`config.mk`:
```
export PLATFORM = sky130hd
export DESIGN_NAME = deadline_timer_list
export DESIGN_NICKNAME = d
export VERILOG_FILES = /design/src/sv/dtl_pkg.sv /design/src/sv/deadline_timer_list.sv /design/src/sv/dtl_slot_ram.sv /design/src/sv/dtl_out_reg.sv
export SDC_FILE = /design/constraint.sdc
export NUM_CORES = 2
export LEC_CHECK = 0
export CAP_MARGIN = 20
export CORE_MARGIN = 8
export CORE_UTILIZATION = 25
export DETAILED_ROUTE_END_ITERATION = 12
export DONT_BUFFER_PORTS = 1
export REMOVE_ABC_BUFFERS = 1
export SYNTH_ARGS = -nofsm -noshare
export SYNTH_HDL_FRONTEND = slang
export SYNTH_HIERARCHICAL = 1
export SYNTH_SLANG_ARGS = --single-unit
```
`constraint.sdc`:
```
create_clock -name clk -period 9.5 [get_ports clk]
set_input_delay 0.475 -clock clk [delete_from_list [all_inputs] [get_ports clk]]
set_output_delay 0.475 -clock clk [all_outputs]
set_load 0.05 [all_outputs]
```
`src/sv/dtl_pkg.sv`:
```
// shared types and codes for the deadline timer list
// no dependencies
package dtl_pkg;

	localparam int STAMP_W = 16;

	typedef enum logic [1:0] {
		FN_START = 2'd0,
		FN_STOP  = 2'd1,
		FN_PROC  = 2'd2
	} func_t;

	typedef enum logic [1:0] {
		ST_IDLE    = 2'd0,
		ST_ARMED   = 2'd1,
		ST_EXPIRED = 2'd2
	} slot_status_t;

	typedef struct packed {
		logic        fired_valid;
		logic [4:0]  fired_timer;
		logic [31:0] wait_ticks;
		logic        is_last;
	} result_t;

endpackage

```
`src/sv/deadline_timer_list.sv`:
```
// Deadline timer list: one-shot timer slots on a wrapping tick clock, kept in a
// single-port-read slot memory that is scanned one slot per cycle. One operation
// is taken at a time. A stop reads its slot and writes it back idle; a start
// takes (k+1) scan passes and then arms the slot, where k slots expire in its
// check; a process takes (k+1)+(f+1)+1 passes, f being the slots it fires,
// plus any stall on the result side.
module deadline_timer_list #(
	parameter int TIMERS    = 32,
	parameter int TICK_BITS = 32
) (
	input  logic        clk,
	input  logic        arst_n,
	input  logic        s_tvalid,
	output logic        s_tready,
	input  logic [71:0] s_tdata,   // timer_id[4:0], delay_ticks[36:5], now_tick[68:37]
	input  logic [1:0]  s_tuser,   // func[1:0]
	output logic        m_tvalid,
	input  logic        m_tready,
	output logic [39:0] m_tdata,   // fired_timer[4:0], wait_ticks[36:5]
	output logic        m_tuser,   // fired_valid
	output logic        m_tlast    // is_last
);

	localparam int IW = (TIMERS > 1) ? $clog2(TIMERS) : 1;
	localparam int CW = $clog2(TIMERS + 1);
	localparam int SW = dtl_pkg::STAMP_W;
	localparam int DW = 2 + SW + TICK_BITS;
	localparam logic [TICK_BITS-1:0] LIMIT = {1'b0, {(TICK_BITS-1){1'b1}}};

	typedef enum logic [3:0] {
		S_IDLE, S_STOP_RD, S_STOP_WR, S_CHK, S_CHK_WR, S_ARM,
		S_FIRE, S_FIRE_EMIT, S_WAIT, S_WAIT_EMIT
	} state_t;

	state_t              state_q;
	dtl_pkg::func_t      func_q;
	logic [4:0]          id_q;
	logic [TICK_BITS-1:0] now_q, delay_q;
	logic [SW-1:0]       counter_q, cnt0_q;
	logic [CW-1:0]       cnt_q;
	logic                rd_vld_s1;
	logic [IW-1:0]       rd_idx_s1;
	logic                found_q;
	logic [IW-1:0]       best_idx_q;
	logic [TICK_BITS-1:0] best_key_q, best_dl_q;
	logic [SW-1:0]       best_age_q;

	logic                 scanning, issue, scan_done, id_ok;
	logic                 re, we, out_rdy, push;
	logic [IW-1:0]        raddr, waddr;
	logic [DW-1:0]        wdata, rdata;
	dtl_pkg::slot_status_t rd_status;
	logic [SW-1:0]        rd_stamp, age_chk, age_fire, sel_age;
	logic [TICK_BITS-1:0] rd_dl, over, left, arm_dl, sel_key;
	logic                 arm_reach, cand, better;
	dtl_pkg::result_t     res;

	assign id_ok = 32'(s_tdata[4:0]) < 32'(TIMERS);

	assign rd_status = dtl_pkg::slot_status_t'(rdata[DW-1 -: 2]);
	assign rd_stamp  = rdata[TICK_BITS +: SW];
	assign rd_dl     = rdata[TICK_BITS-1:0];

	assign over     = now_q - rd_dl;
	assign left     = rd_dl - now_q;
	assign age_chk  = cnt0_q - rd_stamp;
	assign age_fire = counter_q - rd_stamp;
	assign arm_dl    = now_q + delay_q;
	assign arm_reach = (now_q - arm_dl) < LIMIT;

	assign scanning  = (state_q == S_CHK) || (state_q == S_FIRE) || (state_q == S_WAIT);
	assign issue     = scanning && (cnt_q != CW'(TIMERS));
	assign scan_done = scanning && !issue && !rd_vld_s1;

	// candidate test and ordering for the current pass
	always_comb begin
		cand    = 1'b0;
		better  = 1'b0;
		sel_key = over;
		sel_age = age_chk;
		case (state_q)
			S_CHK: begin
				cand   = (rd_status == dtl_pkg::ST_ARMED) && (over < LIMIT);
				better = !found_q || (over > best_key_q) ||
				         ((over == best_key_q) && (age_chk > best_age_q));
			end
			S_FIRE: begin
				sel_age = age_fire;
				cand    = rd_status == dtl_pkg::ST_EXPIRED;
				better  = !found_q || (age_fire > best_age_q);
			end
			S_WAIT: begin
				sel_key = left;
				cand    = rd_status == dtl_pkg::ST_ARMED;
				better  = !found_q || (left < best_key_q);
			end
			default: ;
		endcase
	end

	assign re    = issue || (state_q == S_STOP_RD);
	assign raddr = (state_q == S_STOP_RD) ? IW'(id_q) : cnt_q[IW-1:0];

	always_comb begin
		we    = 1'b0;
		waddr = best_idx_q;
		wdata = {dtl_pkg::ST_IDLE, counter_q, best_dl_q};
		case (state_q)
			S_CHK_WR: begin
				we    = 1'b1;
				wdata = {dtl_pkg::ST_EXPIRED, counter_q, best_dl_q};
			end
			S_ARM: begin
				we    = 1'b1;
				waddr = IW'(id_q);
				wdata = {arm_reach ? dtl_pkg::ST_EXPIRED : dtl_pkg::ST_ARMED,
				         counter_q, arm_dl};
			end
			S_STOP_WR: begin
				we    = 1'b1;
				waddr = IW'(id_q);
				wdata = {dtl_pkg::ST_IDLE, rd_stamp, rd_dl};
			end
			S_FIRE_EMIT: we = out_rdy;
			default: ;
		endcase
	end

	assign push = out_rdy && ((state_q == S_FIRE_EMIT) || (state_q == S_WAIT_EMIT));

	always_comb begin
		res = '0;
		if (state_q == S_FIRE_EMIT) begin
			res.fired_valid = 1'b1;
			res.fired_timer = 5'(best_idx_q);
		end else begin
			res.wait_ticks = 32'(found_q ? best_key_q : {TICK_BITS{1'b1}});
			res.is_last    = 1'b1;
		end
	end

	assign s_tready = state_q == S_IDLE;

	always_ff @(posedge clk or negedge arst_n) begin
		if (!arst_n) begin
			state_q   <= S_IDLE;
			counter_q <= '0;
			cnt0_q    <= '0;
			cnt_q     <= '0;
			rd_vld_s1 <= 1'b0;
			found_q   <= 1'b0;
			func_q    <= dtl_pkg::FN_START;
			id_q      <= '0;
		end else begin
			rd_vld_s1 <= issue;
			if (issue) begin
				cnt_q <= cnt_q + 1'b1;
			end
			if (rd_vld_s1 && cand && better) begin
				found_q    <= 1'b1;
				best_idx_q <= rd_idx_s1;
				best_key_q <= sel_key;
				best_age_q <= sel_age;
				best_dl_q  <= rd_dl;
			end
			case (state_q)
				S_IDLE: begin
					if (s_tvalid) begin
						func_q  <= dtl_pkg::func_t'(s_tuser);
						id_q    <= s_tdata[4:0];
						delay_q <= TICK_BITS'(s_tdata[36:5]);
						now_q   <= TICK_BITS'(s_tdata[68:37]);
						cnt0_q  <= counter_q;
						cnt_q   <= '0;
						found_q <= 1'b0;
						case (s_tuser)
							dtl_pkg::FN_START: if (id_ok) state_q <= S_CHK;
							dtl_pkg::FN_STOP:  if (id_ok) state_q <= S_STOP_RD;
							dtl_pkg::FN_PROC:  state_q <= S_CHK;
							default: ;
						endcase
					end
				end
				S_STOP_RD: state_q <= S_STOP_WR;
				S_STOP_WR: state_q <= S_IDLE;
				S_CHK: begin
					if (scan_done) begin
						if (found_q) begin
							state_q <= S_CHK_WR;
						end else if (func_q == dtl_pkg::FN_START) begin
							state_q <= S_ARM;
						end else begin
							state_q <= S_FIRE;
							cnt_q   <= '0;
						end
					end
				end
				S_CHK_WR: begin
					counter_q <= counter_q + 1'b1;
					found_q   <= 1'b0;
					cnt_q     <= '0;
					state_q   <= S_CHK;
				end
				S_ARM: begin
					counter_q <= counter_q + 1'b1;
					state_q   <= S_IDLE;
				end
				S_FIRE: begin
					if (scan_done) begin
						if (found_q) begin
							state_q <= S_FIRE_EMIT;
						end else begin
							state_q <= S_WAIT;
							cnt_q   <= '0;
						end
					end
				end
				S_FIRE_EMIT: begin
					if (out_rdy) begin
						found_q <= 1'b0;
						cnt_q   <= '0;
						state_q <= S_FIRE;
					end
				end
				S_WAIT: if (scan_done) state_q <= S_WAIT_EMIT;
				S_WAIT_EMIT: if (out_rdy) state_q <= S_IDLE;
				default: state_q <= S_IDLE;
			endcase
		end
	end

	always_ff @(posedge clk) begin
		rd_idx_s1 <= cnt_q[IW-1:0];
	end

	dtl_slot_ram #(
		.DEPTH(TIMERS),
		.AW   (IW),
		.DW   (DW)
	) u_ram (
		.clk   (clk),
		.arst_n(arst_n),
		.we    (we),
		.waddr (waddr),
		.wdata (wdata),
		.re    (re),
		.raddr (raddr),
		.rdata (rdata)
	);

	dtl_out_reg u_out (
		.clk     (clk),
		.arst_n  (arst_n),
		.push    (push),
		.res     (res),
		.rdy     (out_rdy),
		.m_tvalid(m_tvalid),
		.m_tready(m_tready),
		.m_tdata (m_tdata),
		.m_tuser (m_tuser),
		.m_tlast (m_tlast)
	);

endmodule

```
`src/sv/dtl_slot_ram.sv`:
```
// slot table: synchronous memory, one write and one read port, registered read
// invalid (never written) entries read as zero, which is the idle status
// uses no package
module dtl_slot_ram #(
	parameter int DEPTH = 32,
	parameter int AW    = 5,
	parameter int DW    = 50
) (
	input  logic          clk,
	input  logic          arst_n,
	input  logic          we,
	input  logic [AW-1:0] waddr,
	input  logic [DW-1:0] wdata,
	input  logic          re,
	input  logic [AW-1:0] raddr,
	output logic [DW-1:0] rdata
);

	logic [DW-1:0]    mem [DEPTH];
	logic [DEPTH-1:0] written_q;
	logic [DW-1:0]    rdata_q;
	logic             rd_written_q;

	always_ff @(posedge clk) begin
		if (we) begin
			mem[waddr] <= wdata;
		end
		if (re) begin
			rdata_q <= mem[raddr];
		end
	end

	always_ff @(posedge clk or negedge arst_n) begin
		if (!arst_n) begin
			written_q    <= '0;
			rd_written_q <= 1'b0;
		end else begin
			if (we) begin
				written_q[waddr] <= 1'b1;
			end
			if (re) begin
				rd_written_q <= written_q[raddr];
			end
		end
	end

	assign rdata = rd_written_q ? rdata_q : '0;

endmodule

```
`src/sv/dtl_out_reg.sv`:
```
// output register for result transactions
// depends on dtl_pkg
module dtl_out_reg (
	input  logic             clk,
	input  logic             arst_n,
	input  logic             push,
	input  dtl_pkg::result_t res,
	output logic             rdy,
	output logic             m_tvalid,
	input  logic             m_tready,
	output logic [39:0]      m_tdata,
	output logic             m_tuser,
	output logic             m_tlast
);

	logic             vld_q;
	dtl_pkg::result_t res_q;

	assign rdy = !vld_q || m_tready;

	always_ff @(posedge clk or negedge arst_n) begin
		if (!arst_n) begin
			vld_q <= 1'b0;
		end else if (rdy) begin
			vld_q <= push;
		end
	end

	always_ff @(posedge clk) begin
		if (rdy && push) begin
			res_q <= res;
		end
	end

	assign m_tvalid = vld_q;
	assign m_tdata  = {3'b000, res_q.wait_ticks, res_q.fired_timer};
	assign m_tuser  = res_q.fired_valid;
	assign m_tlast  = res_q.is_last;

endmodule
```
Word-level counts from Yosys, hierarchy flattened
Memories as Yosys holds them, arrays and structs flattened. A register that Yosys moved wholly into a read port is not among the register bits.
Index checks and enable logic that the tools add are counted.
- flip-flop bits (word level): 278
- memory bits (writable): 1600
- input bits: 78
- output and inout bits: 44
- word-level logic and storage cells: 140
- memories: 1
- memories (name ; words ; bits a word ; rd ports ; clocked after Yosys merged registers in ; wr ports ; RTL line ; text):
    u_ram.mem ; 32 ; 50 ; 1 ; 1 ; 1 ; dtl_slot_ram.sv:19 ; logic [DW-1:0] mem [DEPTH];
- add/subtract/negate cells: 8
- order comparisons: 9
- equal/unequal tests: 22
- mux-type cells: 43
- bitwise logic cells: 1
- reductions and logical operators: 34
- operators with widths (cell ; number):
    50-bit case mux with 3 select lines ; 1
    32-bit subtractor ; 3
    32-bit by 31-bit less-than comparator with 1-bit output (second input constant) ; 2
    32-bit two-way mux ; 2
    6-bit two-way mux ; 9
    50-bit two-way mux ; 1
    32-bit adder ; 1
    32-bit equality test ; 1
    16-bit > comparator ; 2
    32-bit > comparator ; 1
    32-bit less-than comparator ; 1
    32-bit OR ; 1
    4-bit case mux with 8 select lines ; 1
    16-bit subtractor ; 2
    6-bit case mux with 5 select lines ; 1
    4-bit two-way mux ; 7
    16-bit by 1-bit adder with 16-bit output (second input constant) ; 1
    4-bit by 3-bit equality test with 1-bit output (second input constant) ; 4
    16-bit two-way mux ; 1
    5-bit by 6-bit less-than comparator with 1-bit output (second input constant) ; 2
    2-bit inequality test (second input constant) ; 6
    1-bit logical AND ; 10
    5-bit two-way mux ; 2
    1-bit logical OR ; 9
    24 further kinds ; 46

Longest topological paths before layout
- depth in word-level cells: 10
- depth in mapped cells: 27
- mapped depth without buffers: 26

Modules after synthesis
The synthesis kept the hierarchy.
- modules (own cells, without submodules) (module ; instances ; cells an instance ; area an instance (um^2) ; seq. area each (um^2)):
    dtl_slot_ram ; 1 ; 2527 ; 63842.5 ; 50373.3
    deadline_timer_list ; 1 ; 2115 ; 18860.6 ; 5850.6
    dtl_out_reg ; 1 ; 47 ; 1251.2 ; 1196.1

Least setup slack after synthesis
Ideal clock, no wire load.
- path kind: register -> register
- start: reg u_ram.rd_written_q
- end: reg best_age_q[0], enable pin
- library setup time: 0.529 ns
- data arrival time: 7.993 ns
- data required time: 8.971 ns
- slack: 0.977 ns
- stages on the path, launching flop included: 26
- buffers on the path: 2
- clock period less this slack: 8.523 ns
- cell sequence: dfrtp_1 -> clkbuf_1 -> and2_1 -> ha_1 -> buf_2 -> a21o_1 -> a21o_1 -> a2111oi_0 -> a21boi_1 -> o21ba_1 -> o21ai_1 -> o21ai_1 -> o21ai_1 -> a41oi_1 -> xnor2_1 -> ha_1 -> a21oi_1 -> nor2b_1 -> o21ai_0 -> nand2b_1 -> a21oi_1 -> nor2_1 -> a2111oi_0 -> a2111o_1 -> nand4b_1 -> nor2_1
- longest elaborated chain between the ends: 8
- elaborated cells on any way between the ends: 24
- classes of those cells: add/sub: 4; order compare: 5; eq/ne: 3; mux: 3; reduce/logical: 9
- RTL lines (element ; RTL line ; text):
    start, declared ; dtl_slot_ram.sv:22 ; logic rd_written_q;
    start signal, assigned ; dtl_slot_ram.sv:42 ; rd_written_q <= written_q[raddr];
    50-bit two-way mux (*) ; dtl_slot_ram.sv:47 ; assign rdata = rd_written_q ? rdata_q : '0;
    via rdata[7] ; deadline_timer_list.sv:51 ; logic [DW-1:0] wdata, rdata;
    32-bit subtractor ; deadline_timer_list.sv:64 ; assign over = now_q - rd_dl;
    32-bit by 31-bit less-than comparator with 1-bit output (tied with other cells) ; deadline_timer_list.sv:83 ; cand = (rd_status == dtl_pkg::ST_ARMED) && (over < LIMIT);
    1-bit logical AND (tied with other cells) ; deadline_timer_list.sv:83 ;
    1-bit case mux with 3 select lines or 1-bit logical OR (tied branches) ; deadline_timer_list.sv:81, deadline_timer_list.sv:84 ;
    1-bit logical AND or 1-bit case mux with 3 select lines (tied branches) ; deadline_timer_list.sv:159, deadline_timer_list.sv:81 ;
    1-bit logical AND (*) ; deadline_timer_list.sv:159 ; if (rd_vld_s1 && cand && better) begin
    2-bit AND reduction (no line) (*) ; - ;
    end signal, assigned ; deadline_timer_list.sv:163 ; best_age_q <= sel_age;
    end, declared ; deadline_timer_list.sv:46 ; logic [SW-1:0] best_age_q;
The timed path passes the listed nets; every way through them passes the cells marked *.
A chain may end at the register's enable or synchronous reset.

Final worst setup path
- start: reg now_q[1]
- end: mem u_ram.mem[11][49], data pin
- longest elaborated chain between the ends: 5
- RTL lines (element ; RTL line ; text):
    start, declared ; deadline_timer_list.sv:38 ; logic [TICK_BITS-1:0] now_q, delay_q;
    start signal, assigned ; deadline_timer_list.sv:172 ; now_q <= TICK_BITS'(s_tdata[68:37]);
    32-bit adder ; deadline_timer_list.sv:68 ; assign arm_dl = now_q + delay_q;
    32-bit subtractor (*) ; deadline_timer_list.sv:69 ; assign arm_reach = (now_q - arm_dl) < LIMIT;
    32-bit by 31-bit less-than comparator with 1-bit output (*) ; deadline_timer_list.sv:69 ;
    2-bit two-way mux (*) ; deadline_timer_list.sv:116 ; wdata = {arm_reach ? dtl_pkg::ST_EXPIRED : dtl_pkg::ST_ARMED,
    50-bit case mux with 3 select lines (*) ; deadline_timer_list.sv:108 ; case (state_q)
    via wdata[49] ; deadline_timer_list.sv:51 ;
    end, declared ; dtl_slot_ram.sv:19 ;
Marks and branches as above.

==> qor.yml <==
run_status:
  outcome: "finished, final reports clean"
synth:
  synth_area_leader_cell: "edfxtp_1"
  synth-simple-area-share_pct: 4.11
  seq_area_frac_synth_pct: 68.4
  synth-compound-area-share_pct: 4.93
  synth-seq-cells: 1928
  synth_edf_count: 1838
  synth_top_family_by_area: "multiplexers"
  yosys_most_used_dff: "edfxtp_1"
  synth_area_per_cell_um2: 17.9
  synthArstFlopShare_pct: 4.41
  synth_top_area_share_pct: 65.7
  yosys.area_share.adder_pct: 3.90
  yosys_warnings: 6
  syn_inst: 4689
  netlist-cell-type-count: 90
  synth.area.top_cells: "edfxtp_1 66%, mux4_2 13%, ha_1 3.8%"
  synthXorXnorAreaFrac_pct: 1.52
  synthMuxAreaShare_pct: 15.2
  synthesis.area_um2: 84000
setup_path:
  arrival_ns: 7.77
  critPathKind: "reg -> reg"
  endpoint_kind: "register"
  r2r_cells: 21
  r2r_start: "now_q[1]"
  r2r_slack_ns: 2.13
  reg2reg_to: "u_ram/mem[11][49]"
  start_kind: "register"
  path_max_fanout: 32
  cp.required_ns: 9.90
global_route:
  grt_use_met2_pct: 20.9
  use_met3_pct: 2.00
  grt_max_degree: 132
  grt_usage_pct: 12.5
  grt_pass1_vias: 45447
  busiest_layer: "met2"
  grt_pass1_wl_um: 328000
  grt_antenna_before_repair: 36
  grt_overflow: 0
  grtUsageMet1_pct: 17.0
clock_network:
  clock_latency_ns: 0.85
  clockBufferDepth: 3
  cts_setup_buffers: 0
  cts_sinks: 1928
  cts_tree: "yes"
  clk_pin_slew_worst_paths_ns: 0.06
  ctsRootBufferMaster: "clkbuf_16"
  htree_levels: 4
  cts-buffers-inserted: 196
die:
  fp.dieW_um: 595
  ios: 122
  coreArea_um2: 334000
  die_area_um2: 355000
  start_util_pct: 25.1
  die_y_um: 595
  rows: 212
detailed_routing:
  vias: 45379
  drt_wl_total_um: 229000
  drt-initial-drc-count: 5072
  drc_errors: 0
  dr.pass1.iters: 5
  avgRoutedWirePerCell_um: 24.2
  ant_nets: 0
  vias_per_cell: 4.81
sta:
  fmax_mhz: 136
  finalSetupTns_ns: 0
  holdWs_ns: 0.104
  worst_slew_pin_slew_ns: 1.09
  fin_crit_sh_pct: 77.6
  slew_headroom_pct: 27.2
  finClkSkew_ns: 0.0521
  report.final.slew_viol_count: 0
  hold_violations: 0
  finalCriticalPeriod_ns: 7.37
  setup_viol: 0
  rsz0062_at_grt: "no"
job:
  drv_cap: 0
layout:
  areaGrowthSynthToFinish_pct: 16.0
  drive_above_1_share_pct: 22.6
  nNetsFinal: 5210
  fillers: 32559
place:
  port_buffers: 0
  place_congestion: 0.836
  dp_hpwl_um: 139000
min_path:
  min-delay-start: "s_tvalid"
  hold_path.class: "in -> reg"
  holdPathStages: 5
  min_to: "found_q"
power:
  power.leakage_nw: 31.2
  peakVddDrop_mv: 0.303
  power_density_nw_per_um2: 313
worst max-delay path, cell delays in order, from the launching register on:
cell,delay [ns]
edfxtp_1,0.51
ha_1,0.34
a21oi_1,0.25
o2111ai_1,0.20
a211oi_1,0.58
o2111ai_1,0.32
a31oi_1,0.44
nand2b_1,0.10
a21oi_1,0.20
xor2_1,0.27
ha_1,0.28
and2_1,0.18
o311ai_0,0.17
a2111oi_0,0.65
and3_1,0.24
nand4_1,0.08
and4b_1,0.26
o2111ai_1,0.13
or4_1,0.55
nor4_2,0.25
a31oi_1,0.30
and2_1,0.62
final cells by class:
class                   count  area [um^2]  share of cell area, %
inverters                 176          661                  0.679
diodes                     15         37.5                 0.0386
flip-flops and latches   1928        57400                   59.0
clock buffers             258         5210                   5.35
repair buffers            191         2060                   2.11
multi-input cells        2381        25400                   26.1
well taps                4387         5490                   5.64
clock inverters           104         1100                   1.13
per-layer routing:
layer	vias up	routed length, um	part of all wire [%]
li1	19237	-	-
met1	24085	97800	43
met2	1719	111000	49
met3	338	15000	6.6
met4	0	4900	2.1
met5	-	0	0
cell usage after synthesis, types with 8 or more instances:
cell	n
a2111oi_0	10
a211oi_1	14
a21o_1	66
a21oi_1	199
a22oi_1	36
a31o_2	8
a31oi_1	17
and2_1	68
and3_1	18
buf_1	29
buf_2	28
buf_4	23
clkbuf_1	120
dfrtp_1	85
edfxtp_1	1838
ha_1	252
inv_1	175
mux2_2	115
mux2i_1	23
mux4_2	500
nand2_1	172
nand2b_1	27
nand3_1	45
nand4_1	37
nor2_1	163
nor2b_1	28
nor3_1	31
nor4_1	12
o211ai_1	14
o21a_1	33
o21ai_0	129
o21ai_1	23
o21bai_1	18
or2_2	37
or3_1	12
xnor2_1	95
xor2_1	51
state kept, by name, indices dropped and copies added (netlist names), 2 cells and up:
name / flops
id_q: 5
u_ram/mem: 1600
u_out/m_tdata: 37
best_idx_q: 5
cnt_q: 6
counter_q: 16
best_key_q: 32
now_q: 32
rd_idx_s1: 5
state_q: 4
best_age_q: 16
u_ram/written_q: 32
func_q: 2
u_ram/rdata_q: 50
best_dl_q: 32
cnt0_q: 16
delay_q: 32
placed cells by master (no fill, tap or decap), types with 15 or more instances in the layout:
| cell type | n |
|---|---|
| a21o_1 | 66 |
| nand2b_1 | 27 |
| mux2i_1 | 23 |
| and3_1 | 17 |
| buf_4 | 89 |
| clkinv_1 | 28 |
| clkbuf_1 | 57 |
| dfrtp_1 | 84 |
| a21oi_1 | 199 |
| mux2_2 | 112 |
| nor3_1 | 29 |
| nand4_1 | 37 |
| a22oi_1 | 36 |
| xor2_1 | 51 |
| nor2b_1 | 28 |
| o21ai_2 | 25 |
| nand2_1 | 171 |
| edfxtp_1 | 1838 |
| nand3_1 | 45 |
| clkbuf_16 | 198 |
| buf_16 | 15 |
| o21ai_0 | 101 |
| o21ai_1 | 24 |
| ha_1 | 252 |
| nor2_4 | 34 |
| dlygate4sd3_1 | 74 |
| diode_2 | 15 |
| clkinv_2 | 32 |
| xnor2_1 | 95 |
| o21bai_1 | 18 |
| inv_1 | 175 |
| a31oi_1 | 17 |
| o21a_1 | 33 |
| and2_1 | 68 |
| mux4_2 | 500 |
| or2_2 | 36 |
| nor2_1 | 129 |
worst max-delay path by stage:
stage	startpoint	to	slack, ns
after floorplan	state_q[1]	u_ram/rdata_q[0]	-46.70
after global placement	now_q[1]	u_ram/mem[4][49]	2.19
after detailed placement	now_q[1]	u_ram/mem[6][49]	2.13
after CTS	now_q[1]	u_ram/mem[11][49]	2.10
after global routing	now_q[1]	u_ram/mem[5][49]	1.62
final	now_q[1]	u_ram/mem[11][49]	2.13
timing repair:
item	in CTS	in global routing
hold endpoints to repair	166	0
hold buffers	75	0
setup endpoints to repair	0	0
gates resized for setup	0	0
per-stage QoR:
step,instance area [um^2],total power [mW],setup WS [ns],instances,utilization [%]
global route,97300,31.9,1.62,9433,29.1
floorplan,83000,20.7,-46.70,4485,-
global placement,89800,22.6,2.19,8969,26.9
finish,97400,30.4,2.13,9440,29.2
detailed placement,90000,22.9,2.13,8978,27.0
CTS,97100,30.6,2.10,9415,29.1
logic make-up after synthesis:
| family | count (synthesis) |
|---|---|
| AO/OA/AOI/OAI | 650 |
| buffers and inverters | 382 |
| other | 1 |
| adder cells (fa/ha/maj) | 258 |
| flip-flops | 1928 |
| XOR/XNOR | 146 |
| AND/OR/NAND/NOR | 686 |
| multiplexers | 638 |
power by group:
group	switching (mW)	internal [mW]
Sequential	0.330	11.1
Combinational	6.72	4.73
Clock	3.28	4.27
Total	10.3	20.1
Power figures use the tool's default switching activity.
